### config.mk
export PLATFORM = sky130hd
export DESIGN_NAME = nsc_back
export DESIGN_NICKNAME = d
export VERILOG_FILES = /design/src/hdl/nsc_pkg.sv /design/src/hdl/nsc_back.sv
export SDC_FILE = /design/constraint.sdc
export NUM_CORES = 1
export LEC_CHECK = 0
export BUFFER_PORTS_ARGS = -buffer_cell sky130_fd_sc_hd__buf_2
export CAP_MARGIN = 20
export CELL_PAD_IN_SITES_DETAIL_PLACEMENT = 2
export CELL_PAD_IN_SITES_GLOBAL_PLACEMENT = 2
export CORE_ASPECT_RATIO = 0.7
export CORE_MARGIN = 3
export CORE_UTILIZATION = 40
export DETAILED_ROUTE_END_ITERATION = 8
export HOLD_SLACK_MARGIN = 0.03
export PLACE_DENSITY_LB_ADDON = 0.3
export SETUP_SLACK_MARGIN = 0.5
export SLEW_MARGIN = 40
export SYNTH_ARGS = -nofsm -noshare
export SYNTH_HDL_FRONTEND = slang
export SYNTH_SLANG_ARGS = --single-unit
### constraint.sdc
create_clock -name clock -period 6 [get_ports clock]
set_input_delay 0.3 -clock clock [delete_from_list [all_inputs] [get_ports clock]]
set_output_delay 0.3 -clock clock [all_outputs]
set_load 0.03 [all_outputs]
### src/hdl/nsc_pkg.sv
`timescale 1ns / 1ps
// ----------------------------------------------------------------------------
// nsc_pkg
// Types and constants shared by the sentence checker front end, queue and
// back end.
// ----------------------------------------------------------------------------
package nsc_pkg;

   localparam int TALKER_LEN   = 2;
   localparam int SENTENCE_LEN = 3;
   localparam int PROP_MIN_LEN = 3;
   localparam int TOKEN_MAX    = 15;

   localparam int QUEUE_DEPTH  = 4;
   localparam int QUEUE_AW     = $clog2(QUEUE_DEPTH);
   localparam int QUEUE_CW     = $clog2(QUEUE_DEPTH + 1);

   localparam int MC_WIDTH     = 7;
   localparam int FIELD_WIDTH  = 6;
   localparam logic [MC_WIDTH-1:0] MC_RESET = 7'd16;

   localparam logic [7:0] CHAR_NL     = 8'h0A;
   localparam logic [7:0] CHAR_CR     = 8'h0D;
   localparam logic [7:0] CHAR_DOLLAR = 8'h24;
   localparam logic [7:0] CHAR_STAR   = 8'h2A;
   localparam logic [7:0] CHAR_COMMA  = 8'h2C;
   localparam logic [7:0] CHAR_P      = 8'h50;

   localparam logic [2:0] ADDR_MAX_CHANNELS = 3'd0;

   typedef enum logic [2:0] {
      ST_MATCH    = 3'd0,
      ST_NO_CSUM  = 3'd1,
      ST_BAD_CSUM = 3'd2,
      ST_BAD_ID   = 3'd3,
      ST_NO_DOLLAR = 3'd4,
      ST_BLANK    = 3'd5
   } status_type;

   typedef enum logic [5:0] {
      PH_START    = 6'b000001,
      PH_ADDR     = 6'b000010,
      PH_DATA     = 6'b000100,
      PH_HEX      = 6'b001000,
      PH_NODOLLAR = 6'b010000,
      PH_BADID    = 6'b100000
   } phase_type;

   typedef struct packed {
      logic [7:0] ch;
      logic       nl;
      logic       dollar;
      logic       star;
      logic       comma;
      logic       p_char;
      logic       hex_ok;
      logic [3:0] nibble;
   } item_type;

endpackage

### src/hdl/nsc_back.sv
`timescale 1ns / 1ps
// ----------------------------------------------------------------------------
// nsc_back
// Sentence state machine: tracks the address token, checksum and fields,
// and holds the finished result of each line until it is taken.
// ----------------------------------------------------------------------------
module nsc_back (
   input  logic                            clock,
   input  logic                            reset,
   input  logic [nsc_pkg::MC_WIDTH-1:0]    max_channels,
   input  logic                            item_valid,
   input  nsc_pkg::item_type               item,
   output logic                            item_take,
   output logic                            out_valid,
   input  logic                            out_pop,
   output logic [2:0]                      out_status,
   output logic                            out_proprietary,
   output logic [15:0]                     out_talker_id,
   output logic [23:0]                     out_ident_code,
   output logic [nsc_pkg::FIELD_WIDTH-1:0] out_field_count,
   output logic [7:0]                      out_computed_checksum,
   output logic [7:0]                      out_received_checksum
);

   nsc_pkg::phase_type               phase_ff, phase_in;
   logic [7:0]                       xor_ff, xor_in;
   logic [3:0]                       tlen_ff, tlen_in;
   logic [15:0]                      talker_ff, talker_in;
   logic [23:0]                      ident_ff, ident_in;
   logic                             prop_ff, prop_in;
   logic [nsc_pkg::FIELD_WIDTH-1:0]  fields_ff, fields_in;
   logic                             nonempty_ff, nonempty_in;
   logic [7:0]                       hexv_ff, hexv_in;
   logic [1:0]                       hexd_ff, hexd_in;
   logic                             hexbad_ff, hexbad_in;

   logic                             ovalid_ff, ovalid_in;
   nsc_pkg::status_type              ostatus_ff, ostatus_in;
   logic                             oprop_ff, oprop_in;
   logic [15:0]                      otalker_ff, otalker_in;
   logic [23:0]                      oident_ff, oident_in;
   logic [nsc_pkg::FIELD_WIDTH-1:0]  ofields_ff, ofields_in;
   logic [7:0]                       oxor_ff, oxor_in;
   logic [7:0]                       ohex_ff, ohex_in;

   logic [nsc_pkg::MC_WIDTH-1:0]     lim_wide;
   logic [nsc_pkg::FIELD_WIDTH-1:0]  limit;
   logic [nsc_pkg::FIELD_WIDTH-1:0]  closed_fields;
   logic                             addr_ok;
   logic                             line_end;
   nsc_pkg::status_type              status;

   assign lim_wide = (max_channels >= 7'd2) ? max_channels - 7'd2 : '0;
   assign limit    = (lim_wide > 7'd63) ? 6'd63 : lim_wide[nsc_pkg::FIELD_WIDTH-1:0];

   assign closed_fields = (nonempty_ff && (fields_ff < limit)) ? fields_ff + 1'b1
                                                                : fields_ff;

   assign addr_ok = prop_ff ? (tlen_ff >= 4'(nsc_pkg::PROP_MIN_LEN))
                            : (tlen_ff >= 4'(nsc_pkg::TALKER_LEN + nsc_pkg::SENTENCE_LEN));

   assign item_take = item_valid && (!item.nl || !ovalid_ff || out_pop);
   assign line_end  = item_take && item.nl;

   always_comb begin
      unique case (phase_ff)
         nsc_pkg::PH_START:    status = nsc_pkg::ST_BLANK;
         nsc_pkg::PH_NODOLLAR: status = nsc_pkg::ST_NO_DOLLAR;
         nsc_pkg::PH_BADID:    status = nsc_pkg::ST_BAD_ID;
         nsc_pkg::PH_ADDR:     status = addr_ok ? nsc_pkg::ST_NO_CSUM : nsc_pkg::ST_BAD_ID;
         nsc_pkg::PH_DATA:     status = nsc_pkg::ST_NO_CSUM;
         nsc_pkg::PH_HEX: begin
            status = (!hexbad_ff && hexd_ff == 2'd2 && hexv_ff == xor_ff)
                     ? nsc_pkg::ST_MATCH : nsc_pkg::ST_BAD_CSUM;
         end
         default:              status = nsc_pkg::ST_NO_DOLLAR;
      endcase
   end

   always_comb begin
      phase_in    = phase_ff;
      xor_in      = xor_ff;
      tlen_in     = tlen_ff;
      talker_in   = talker_ff;
      ident_in    = ident_ff;
      prop_in     = prop_ff;
      fields_in   = fields_ff;
      nonempty_in = nonempty_ff;
      hexv_in     = hexv_ff;
      hexd_in     = hexd_ff;
      hexbad_in   = hexbad_ff;

      if (line_end) begin
         phase_in    = nsc_pkg::PH_START;
         xor_in      = '0;
         tlen_in     = '0;
         talker_in   = '0;
         ident_in    = '0;
         prop_in     = 1'b0;
         fields_in   = '0;
         nonempty_in = 1'b0;
         hexv_in     = '0;
         hexd_in     = '0;
         hexbad_in   = 1'b0;
      end else if (item_take) begin
         unique case (phase_ff)
            nsc_pkg::PH_START: begin
               phase_in = item.dollar ? nsc_pkg::PH_ADDR : nsc_pkg::PH_NODOLLAR;
            end
            nsc_pkg::PH_ADDR: begin
               if (item.star) begin
                  phase_in = addr_ok ? nsc_pkg::PH_HEX : nsc_pkg::PH_BADID;
               end else begin
                  xor_in = xor_ff ^ item.ch;
                  if (item.comma) begin
                     phase_in    = addr_ok ? nsc_pkg::PH_DATA : nsc_pkg::PH_BADID;
                     nonempty_in = 1'b0;
                  end else begin
                     if (tlen_ff == '0 && item.p_char) begin
                        prop_in = 1'b1;
                     end else if (prop_ff) begin
                        if (tlen_ff >= 4'd1 && tlen_ff <= 4'd3) begin
                           ident_in = {ident_ff[15:0], item.ch};
                        end
                     end else if (tlen_ff < 4'(nsc_pkg::TALKER_LEN)) begin
                        talker_in = {talker_ff[7:0], item.ch};
                     end else if (tlen_ff <
                                  4'(nsc_pkg::TALKER_LEN + nsc_pkg::SENTENCE_LEN)) begin
                        ident_in = {ident_ff[15:0], item.ch};
                     end
                     if (tlen_ff < 4'(nsc_pkg::TOKEN_MAX)) begin
                        tlen_in = tlen_ff + 1'b1;
                     end
                  end
               end
            end
            nsc_pkg::PH_DATA: begin
               if (item.star) begin
                  fields_in   = closed_fields;
                  nonempty_in = 1'b0;
                  phase_in    = nsc_pkg::PH_HEX;
               end else begin
                  xor_in = xor_ff ^ item.ch;
                  if (item.comma) begin
                     fields_in   = closed_fields;
                     nonempty_in = 1'b0;
                  end else begin
                     nonempty_in = 1'b1;
                  end
               end
            end
            nsc_pkg::PH_HEX: begin
               if (hexd_ff < 2'd2) begin
                  if (!item.hex_ok) begin
                     hexbad_in = 1'b1;
                  end else if (!hexbad_ff) begin
                     hexv_in = {hexv_ff[3:0], item.nibble};
                  end
                  hexd_in = hexd_ff + 1'b1;
               end
            end
            default: begin
            end
         endcase
      end
   end

   always_comb begin
      ovalid_in  = (ovalid_ff && !out_pop) || line_end;
      ostatus_in = ostatus_ff;
      oprop_in   = oprop_ff;
      otalker_in = otalker_ff;
      oident_in  = oident_ff;
      ofields_in = ofields_ff;
      oxor_in    = oxor_ff;
      ohex_in    = ohex_ff;
      if (line_end) begin
         ostatus_in = status;
         if (status == nsc_pkg::ST_MATCH || status == nsc_pkg::ST_NO_CSUM ||
             status == nsc_pkg::ST_BAD_CSUM) begin
            oprop_in   = prop_ff;
            otalker_in = talker_ff;
            oident_in  = ident_ff;
            ofields_in = (phase_ff == nsc_pkg::PH_DATA) ? closed_fields : fields_ff;
            oxor_in    = xor_ff;
            ohex_in    = hexv_ff;
         end else begin
            oprop_in   = 1'b0;
            otalker_in = '0;
            oident_in  = '0;
            ofields_in = '0;
            oxor_in    = '0;
            ohex_in    = '0;
         end
      end
   end

   always_ff @(posedge clock) begin
      if (reset) begin
         phase_ff    <= nsc_pkg::PH_START;
         xor_ff      <= '0;
         tlen_ff     <= '0;
         talker_ff   <= '0;
         ident_ff    <= '0;
         prop_ff     <= 1'b0;
         fields_ff   <= '0;
         nonempty_ff <= 1'b0;
         hexv_ff     <= '0;
         hexd_ff     <= '0;
         hexbad_ff   <= 1'b0;
         ovalid_ff   <= 1'b0;
      end else begin
         phase_ff    <= phase_in;
         xor_ff      <= xor_in;
         tlen_ff     <= tlen_in;
         talker_ff   <= talker_in;
         ident_ff    <= ident_in;
         prop_ff     <= prop_in;
         fields_ff   <= fields_in;
         nonempty_ff <= nonempty_in;
         hexv_ff     <= hexv_in;
         hexd_ff     <= hexd_in;
         hexbad_ff   <= hexbad_in;
         ovalid_ff   <= ovalid_in;
      end
   end

   always_ff @(posedge clock) begin
      ostatus_ff <= ostatus_in;
      oprop_ff   <= oprop_in;
      otalker_ff <= otalker_in;
      oident_ff  <= oident_in;
      ofields_ff <= ofields_in;
      oxor_ff    <= oxor_in;
      ohex_ff    <= ohex_in;
   end

   assign out_valid             = ovalid_ff;
   assign out_status            = ostatus_ff;
   assign out_proprietary       = oprop_ff;
   assign out_talker_id         = otalker_ff;
   assign out_ident_code        = oident_ff;
   assign out_field_count       = ofields_ff;
   assign out_computed_checksum = oxor_ff;
   assign out_received_checksum = ohex_ff;

   a_error_payload_zero: assert property (@(posedge clock) disable iff (reset)
      (ovalid_ff && (ostatus_ff == nsc_pkg::ST_BAD_ID ||
                     ostatus_ff == nsc_pkg::ST_NO_DOLLAR ||
                     ostatus_ff == nsc_pkg::ST_BLANK))
      |-> (!oprop_ff && otalker_ff == '0 && oident_ff == '0 && ofields_ff == '0 &&
           oxor_ff == '0 && ohex_ff == '0))
      else $error("Error status carries a non-zero payload.");

   a_prop_no_talker: assert property (@(posedge clock) disable iff (reset)
      prop_ff |-> (talker_ff == '0))
      else $error("Proprietary sentence has collected talker characters.");

endmodule
After elaboration in Yosys (flattened, before gate mapping)
Index checks and enable logic that the tools add are counted.
- register bits: 144
- bits of input ports: 29
- output and inout port bits: 68
- word-level logic and storage cells: 118
- add/sub/neg operators: 4
- $lt $le $gt $ge: 11
- eq/ne operators: 15
- multiplexer cells: 26
- bitwise gates (word level): 7
- reductions and logical operators: 36
- operator list (cell ; number):
    two-way mux 24 bit ; 4
    two-way mux 6 bit ; 10
    one-hot mux 6 bit (3 select lines) ; 1
    one-hot mux 3 bit (5 select lines) ; 1
    AND reduction 5 bit ; 3
    AND reduction 4 bit ; 3
    AND reduction 3 bit ; 3
    == test 8 bit ; 1
    logical AND 1 bit ; 8
    != test 2 bit, second input constant ; 4
    AND reduction 8 bit ; 1
    XOR 8 bit ; 1
    greater-or-equal comparator 7 x 2 -> 1 bit, second input constant ; 1
    > comparator 7 x 6 -> 1 bit, second input constant ; 1
    two-way mux 7 bit ; 1
    AND reduction 7 bit ; 1
    subtractor 7 x 2 -> 7 bit, second input constant ; 1
    adder 6 x 1 -> 6 bit, second input constant ; 1
    == test 6 x 1 -> 1 bit, second input constant ; 1
    == test 6 x 2 -> 1 bit, second input constant ; 1
    == test 6 x 3 -> 1 bit, second input constant ; 1
    == test 6 x 4 -> 1 bit, second input constant ; 1
    == test 6 bit, second input constant ; 1
    less-than comparator 6 bit ; 1
    27 further kinds ; 47

Longest topological paths before layout
- depth in word-level cells: 9
- depth in mapped cells: 12
- mapped depth without buffers: 11

Worst setup path after synthesis
No wires, ideal clock.
- path type: input -> register
- start: in max_channels[1] (netlist name)
- end: reg ofields_ff (netlist bit out_field_count[3]) (data pin)
- setup time: 0.268 ns
- arrival: 3.018 ns
- required time: 5.732 ns
- path slack: 2.714 ns
- cell stages on the path: 12
- path buffers: 1
- cell sequence: inv_1 -> ha_1 -> or3b_2 -> or4_1 -> o21ai_0 -> ha_1 -> and3_1 -> o211ai_1 -> nor2_1 -> buf_2 -> o41ai_1 -> a21oi_1
- longest elaborated chain between the ends: 8
- elaborated cells on any way between the ends: 9
- classes of those cells: 1 x add/sub; 3 x order compare; 4 x mux; 1 x reduce/logical
- ends and longest elaborated chain (what ; line ; text):
    from (decl) ; nsc_back.sv:10 ; input logic [nsc_pkg::MC_WIDTH-1:0] max_channels,
    subtractor 7 x 2 -> 7 bit or greater-or-equal comparator 7 x 2 -> 1 bit (tied branches) ; nsc_back.sv:53 ; assign lim_wide = (max_channels >= 7'd2) ? max_channels - 7'd2 : '0;
    two-way mux 7 bit (*) ; nsc_back.sv:53 ;
    > comparator 7 x 6 -> 1 bit ; nsc_back.sv:54 ; assign limit = (lim_wide > 7'd63) ? 6'd63 : lim_wide[nsc_pkg::FIELD_WIDTH-1:0];
    two-way mux 6 bit (*) ; nsc_back.sv:54 ;
    less-than comparator 6 bit (*) ; nsc_back.sv:56 ; assign closed_fields = (nonempty_ff && (fields_ff < limit)) ? fields_ff + 1'b1
    logical AND 1 bit (*) ; nsc_back.sv:56 ;
    two-way mux 6 bit (*) ; nsc_back.sv:56 ;
    two-way mux 6 bit (*) ; nsc_back.sv:184 ; ofields_in = (phase_ff == nsc_pkg::PH_DATA) ? closed_fields : fields_ff;
    to (signal assigned) ; nsc_back.sv:233 ; ofields_ff <= ofields_in;
    to (decl) ; nsc_back.sv:42 ; logic [nsc_pkg::FIELD_WIDTH-1:0] ofields_ff, ofields_in;
Mark *: on every way between the ends. The rest lies on a longest branch, timed or not.
A chain may end at the register's enable or synchronous reset.

Final worst setup path
- start: in max_channels[1] (netlist name)
- end: reg ofields_ff (netlist bit out_field_count[5]) (data pin)
Same word-level chain as after synthesis.

==> results by group <==
Final layout
  – Fillcell total: 1604
  – Register Area: 3540 um^2
  – Area delta synth->final: 18.8%
  – Final nets: 714
  – Area of the multi-input gates: 2650 um^2
  – Number of diodes: 0
  – Layout cells sized above 1: 21.6%

Route
  – Final WL: 19000 um
  – Vias per cell: 5.40
  – DRC Markers: 0
  – ANT nets after route: 0
  – Via count: 4787
  – TritonRoute pass-1 iters: 4
  – DR WL/cell: 21.4 um
  – Number of DRC markers in iteration 0: 214

Clock tree
  – Post_cts resized: 0
  – TritonCTS clock tree: done
  – CTS clk-pin slew, worst paths: 70 ps
  – CTS H-Tree Depth: 4
  – Cts-stage hold buffer count: 0
  – Longest Clk Path Bufs: 2
  – Postcts setup bufs: 0
  – Root buf cell: clkbuf_16
  – Clk_lat worst skew: 430 ps
  – Clk sink count: 144
  – Total CTS buffers: 17

Power and ir drop
  – Max IR drop VDD: 171 uV
  – Total Power: 2.25 mW
  – Leak: 2.88 nW
  – Cell Pwr Density: 296 nW/um^2

Global route
  – Number of global-route vias before repair: 5290
  – Initial antenna violation count: 3
  – Total GRT Usage: 22.4%
  – First-pass GRT wire length: 30200 um
  – Overflow left after global routing: 0
  – Largest net degree at the start of global routing: 69

Logic synthesis
  – Distinct cells, synth: 60
  – Number of flops mapped to enable cells by yosys: 66
  – Top cells by count, synth: dfxtp_1 (78), edfxtp_1 (66), nand2_1 (60)
  – Yosys warning count: 0
  – Top cell type's share of synthesized area: 30.9%
  – Syn Inst Count: 585
  – Area leader, netlist: edfxtp_1
  – Ranking of synthesized cells by area: edfxtp_1 (31%), dfxtp_1 (24%), mux2i_1 (6.9%)
  – Syn nets: 626
  – Seq/Total Area, Yosys: 55.3%
  – Synth Register Bits: 144
  – Async SR Flop Fraction: 0%
  – Most used DFF post-synth: dfxtp_1
  – Cell Area, Synth: 6400 um^2
  – Avg Cell Area, Syn: 10.9 um^2
  – Most common cell in the netlist: dfxtp_1

Setup path
  – CP startpoint: max_channels[1]
  – WS Path Type: in2reg
  – Endpoint class of the critical path: register
  – CP peak stage delay: 500 ps
  – Slowest CP cell: or3b_2
  – FF-to-FF End: ident_ff[6]
  – Most common cell on crit path: ha_1
  – CP arrival: 3620 ps
  – CP Data Required Time: 6170 ps
  – Reg2Reg Depth: 6
  – Worst r2r src: phase_ff[3]
  – Crit path launch type: input port
  – Setup slack, reg-to-reg: 3270 ps
  – Sequence of cells on the critical path: buf_2 > inv_1 > ha_1 > or3b_2 > or4_1 > o21ai_0 > ha_1 > a21o_1 > a21boi_0 > nand2_1 > o41ai_1 > a21oi_1
  – Maximum fanout along the worst path: 7

STA
  – Slew Viols, Final: 0
  – Slew margin rel.: 49.3%
  – Clock Skew: 11.7 ps
  – Fin Setup TNS: 0 ps
  – Final hold violation count: 0
  – Final Cycle Share: 57.7%
  – RSZ-0062 raised after global routing: no
  – Post-layout minimum cycle time: 3460 ps
  – Worst-Margin Slew: 754 ps
  – Finish-stage setup viols: 0
  – Fmax: 289 MHz

Floorplanning
  – Core Region: 15600 um^2
  – I/O Pins: 97
  – Die extent in y: 112 um
  – Initial Utilization: 41.1%
  – Rows: 38
  – Die footprint: 17600 um^2
  – Die W: 157 um

Min path
  – HP Start: reset
  – Worst Hold End: out_valid
  – Min-Delay Path Depth: 2
  – Hold WC Path Type: in2reg

Placement
  – Placer Congestion: 0.824
  – Port Buffers: 96
  – Hpwl dp: 12800 um

Run status
  – Status: completed

Flow run
  – Max-Cap Viols: 0
power breakdown:
part | switching [mW] | internal (mW) | leakage (nW) | total [mW]
logic | 0.0964 | 0.0343 | 1.35 | 0.131
clock network | 0.449 | 0.618 | 0.278 | 1.07
registers | 0.00994 | 1.04 | 1.25 | 1.05
total | 0.555 | 1.69 | 2.88 | 2.25
worst max path at each step:
stage                         endpoint  slack [ps]  depth (start not counted)
floorplan           out_field_count[3]        2710                         12
global placement    out_field_count[0]        2180                         12
detailed placement  out_field_count[0]        1910                         11
CTS                 out_field_count[0]        2350                         11
global route        out_field_count[3]        2300                         12
finish              out_field_count[5]        2540                         12
worst max-delay path: cells and delay by family:
kind,cells,cell delay [ps]
buffers and inverters,2,190
adder cells (fa/ha/maj),2,480
AO/OA/AOI/OAI,5,1350
AND/OR/NAND/NOR,3,1310
registers in the layout (all words and copies together), names as in the netlist, 6 cells and up:
name	cells
fields_ff	6
hexv_ff	8
ident_ff	24
out_computed_checksum	8
out_field_count	6
out_ident_code	24
out_received_checksum	8
out_talker_id	16
phase_ff	6
talker_ff	16
xor_ff	8
cell usage in the layout, fill, tap and decap left out, types with 5 or more instances in the layout:
cell,instances
buf_2,97
dfxtp_1,78
edfxtp_1,66
nand2_1,60
and2_1,58
mux2i_1,44
nor2_1,34
clkbuf_16,17
o21ai_0,16
inv_1,15
xnor2_1,15
a21oi_1,14
nor3b_1,13
o211ai_1,13
ha_1,12
xor2_1,11
nor4_1,8
nand3_1,7
o21ai_1,6
nor3_1,5
nand4_1,5
o41ai_1,5
o2111ai_1,5
inv_6,5
cell families after synthesis:
family	after synthesis	synth area share, %
and+or+nand+nor	232	19.9
DFF	144	55.3
AOI/OAI and AO/OA	79	8.26
buffers and inverters	48	3.73
muxes	44	6.88
xor gates and xnor gates	26	3.56
adders and majority gates	12	2.34
per-layer routing:
layer  wire, um  vias up  global-route usage (%)
li1           -     2259                       -
met1       8560     2397                    29.3
met2       9260       99                    37.1
met3        846       26                    4.82
met4        281        6                    7.40
met5         28        -                       0
layout make-up:
cell class / count / share of cell area [%]
Multi-Input combinational cell: 393 / 34.8
Tap cell: 200 / 3.29
Inverter: 15 / 0.740
Timing Repair Buffer: 102 / 6.92
Sequential cell: 144 / 46.6
Clock buffer: 18 / 5.64
Clock inverter: 14 / 2.02
metrics by stage:
stage / instance area, um^2 / std cells / worst slack [ps] / util [%] / hold slack [ps]
after global placement: 7010 / 853 / 2180 / 44.9 / 443
final: 7610 / 886 / 2540 / 48.8 / 106
after global routing: 7610 / 886 / 2300 / 48.8 / 103
after floorplan: 6400 / 585 / 2710 / - / 369
after detailed placement: 7020 / 853 / 1910 / 45.0 / 468
after CTS: 7600 / 885 / 2350 / 48.7 / 90.1
Power figures use the tool's default switching activity.
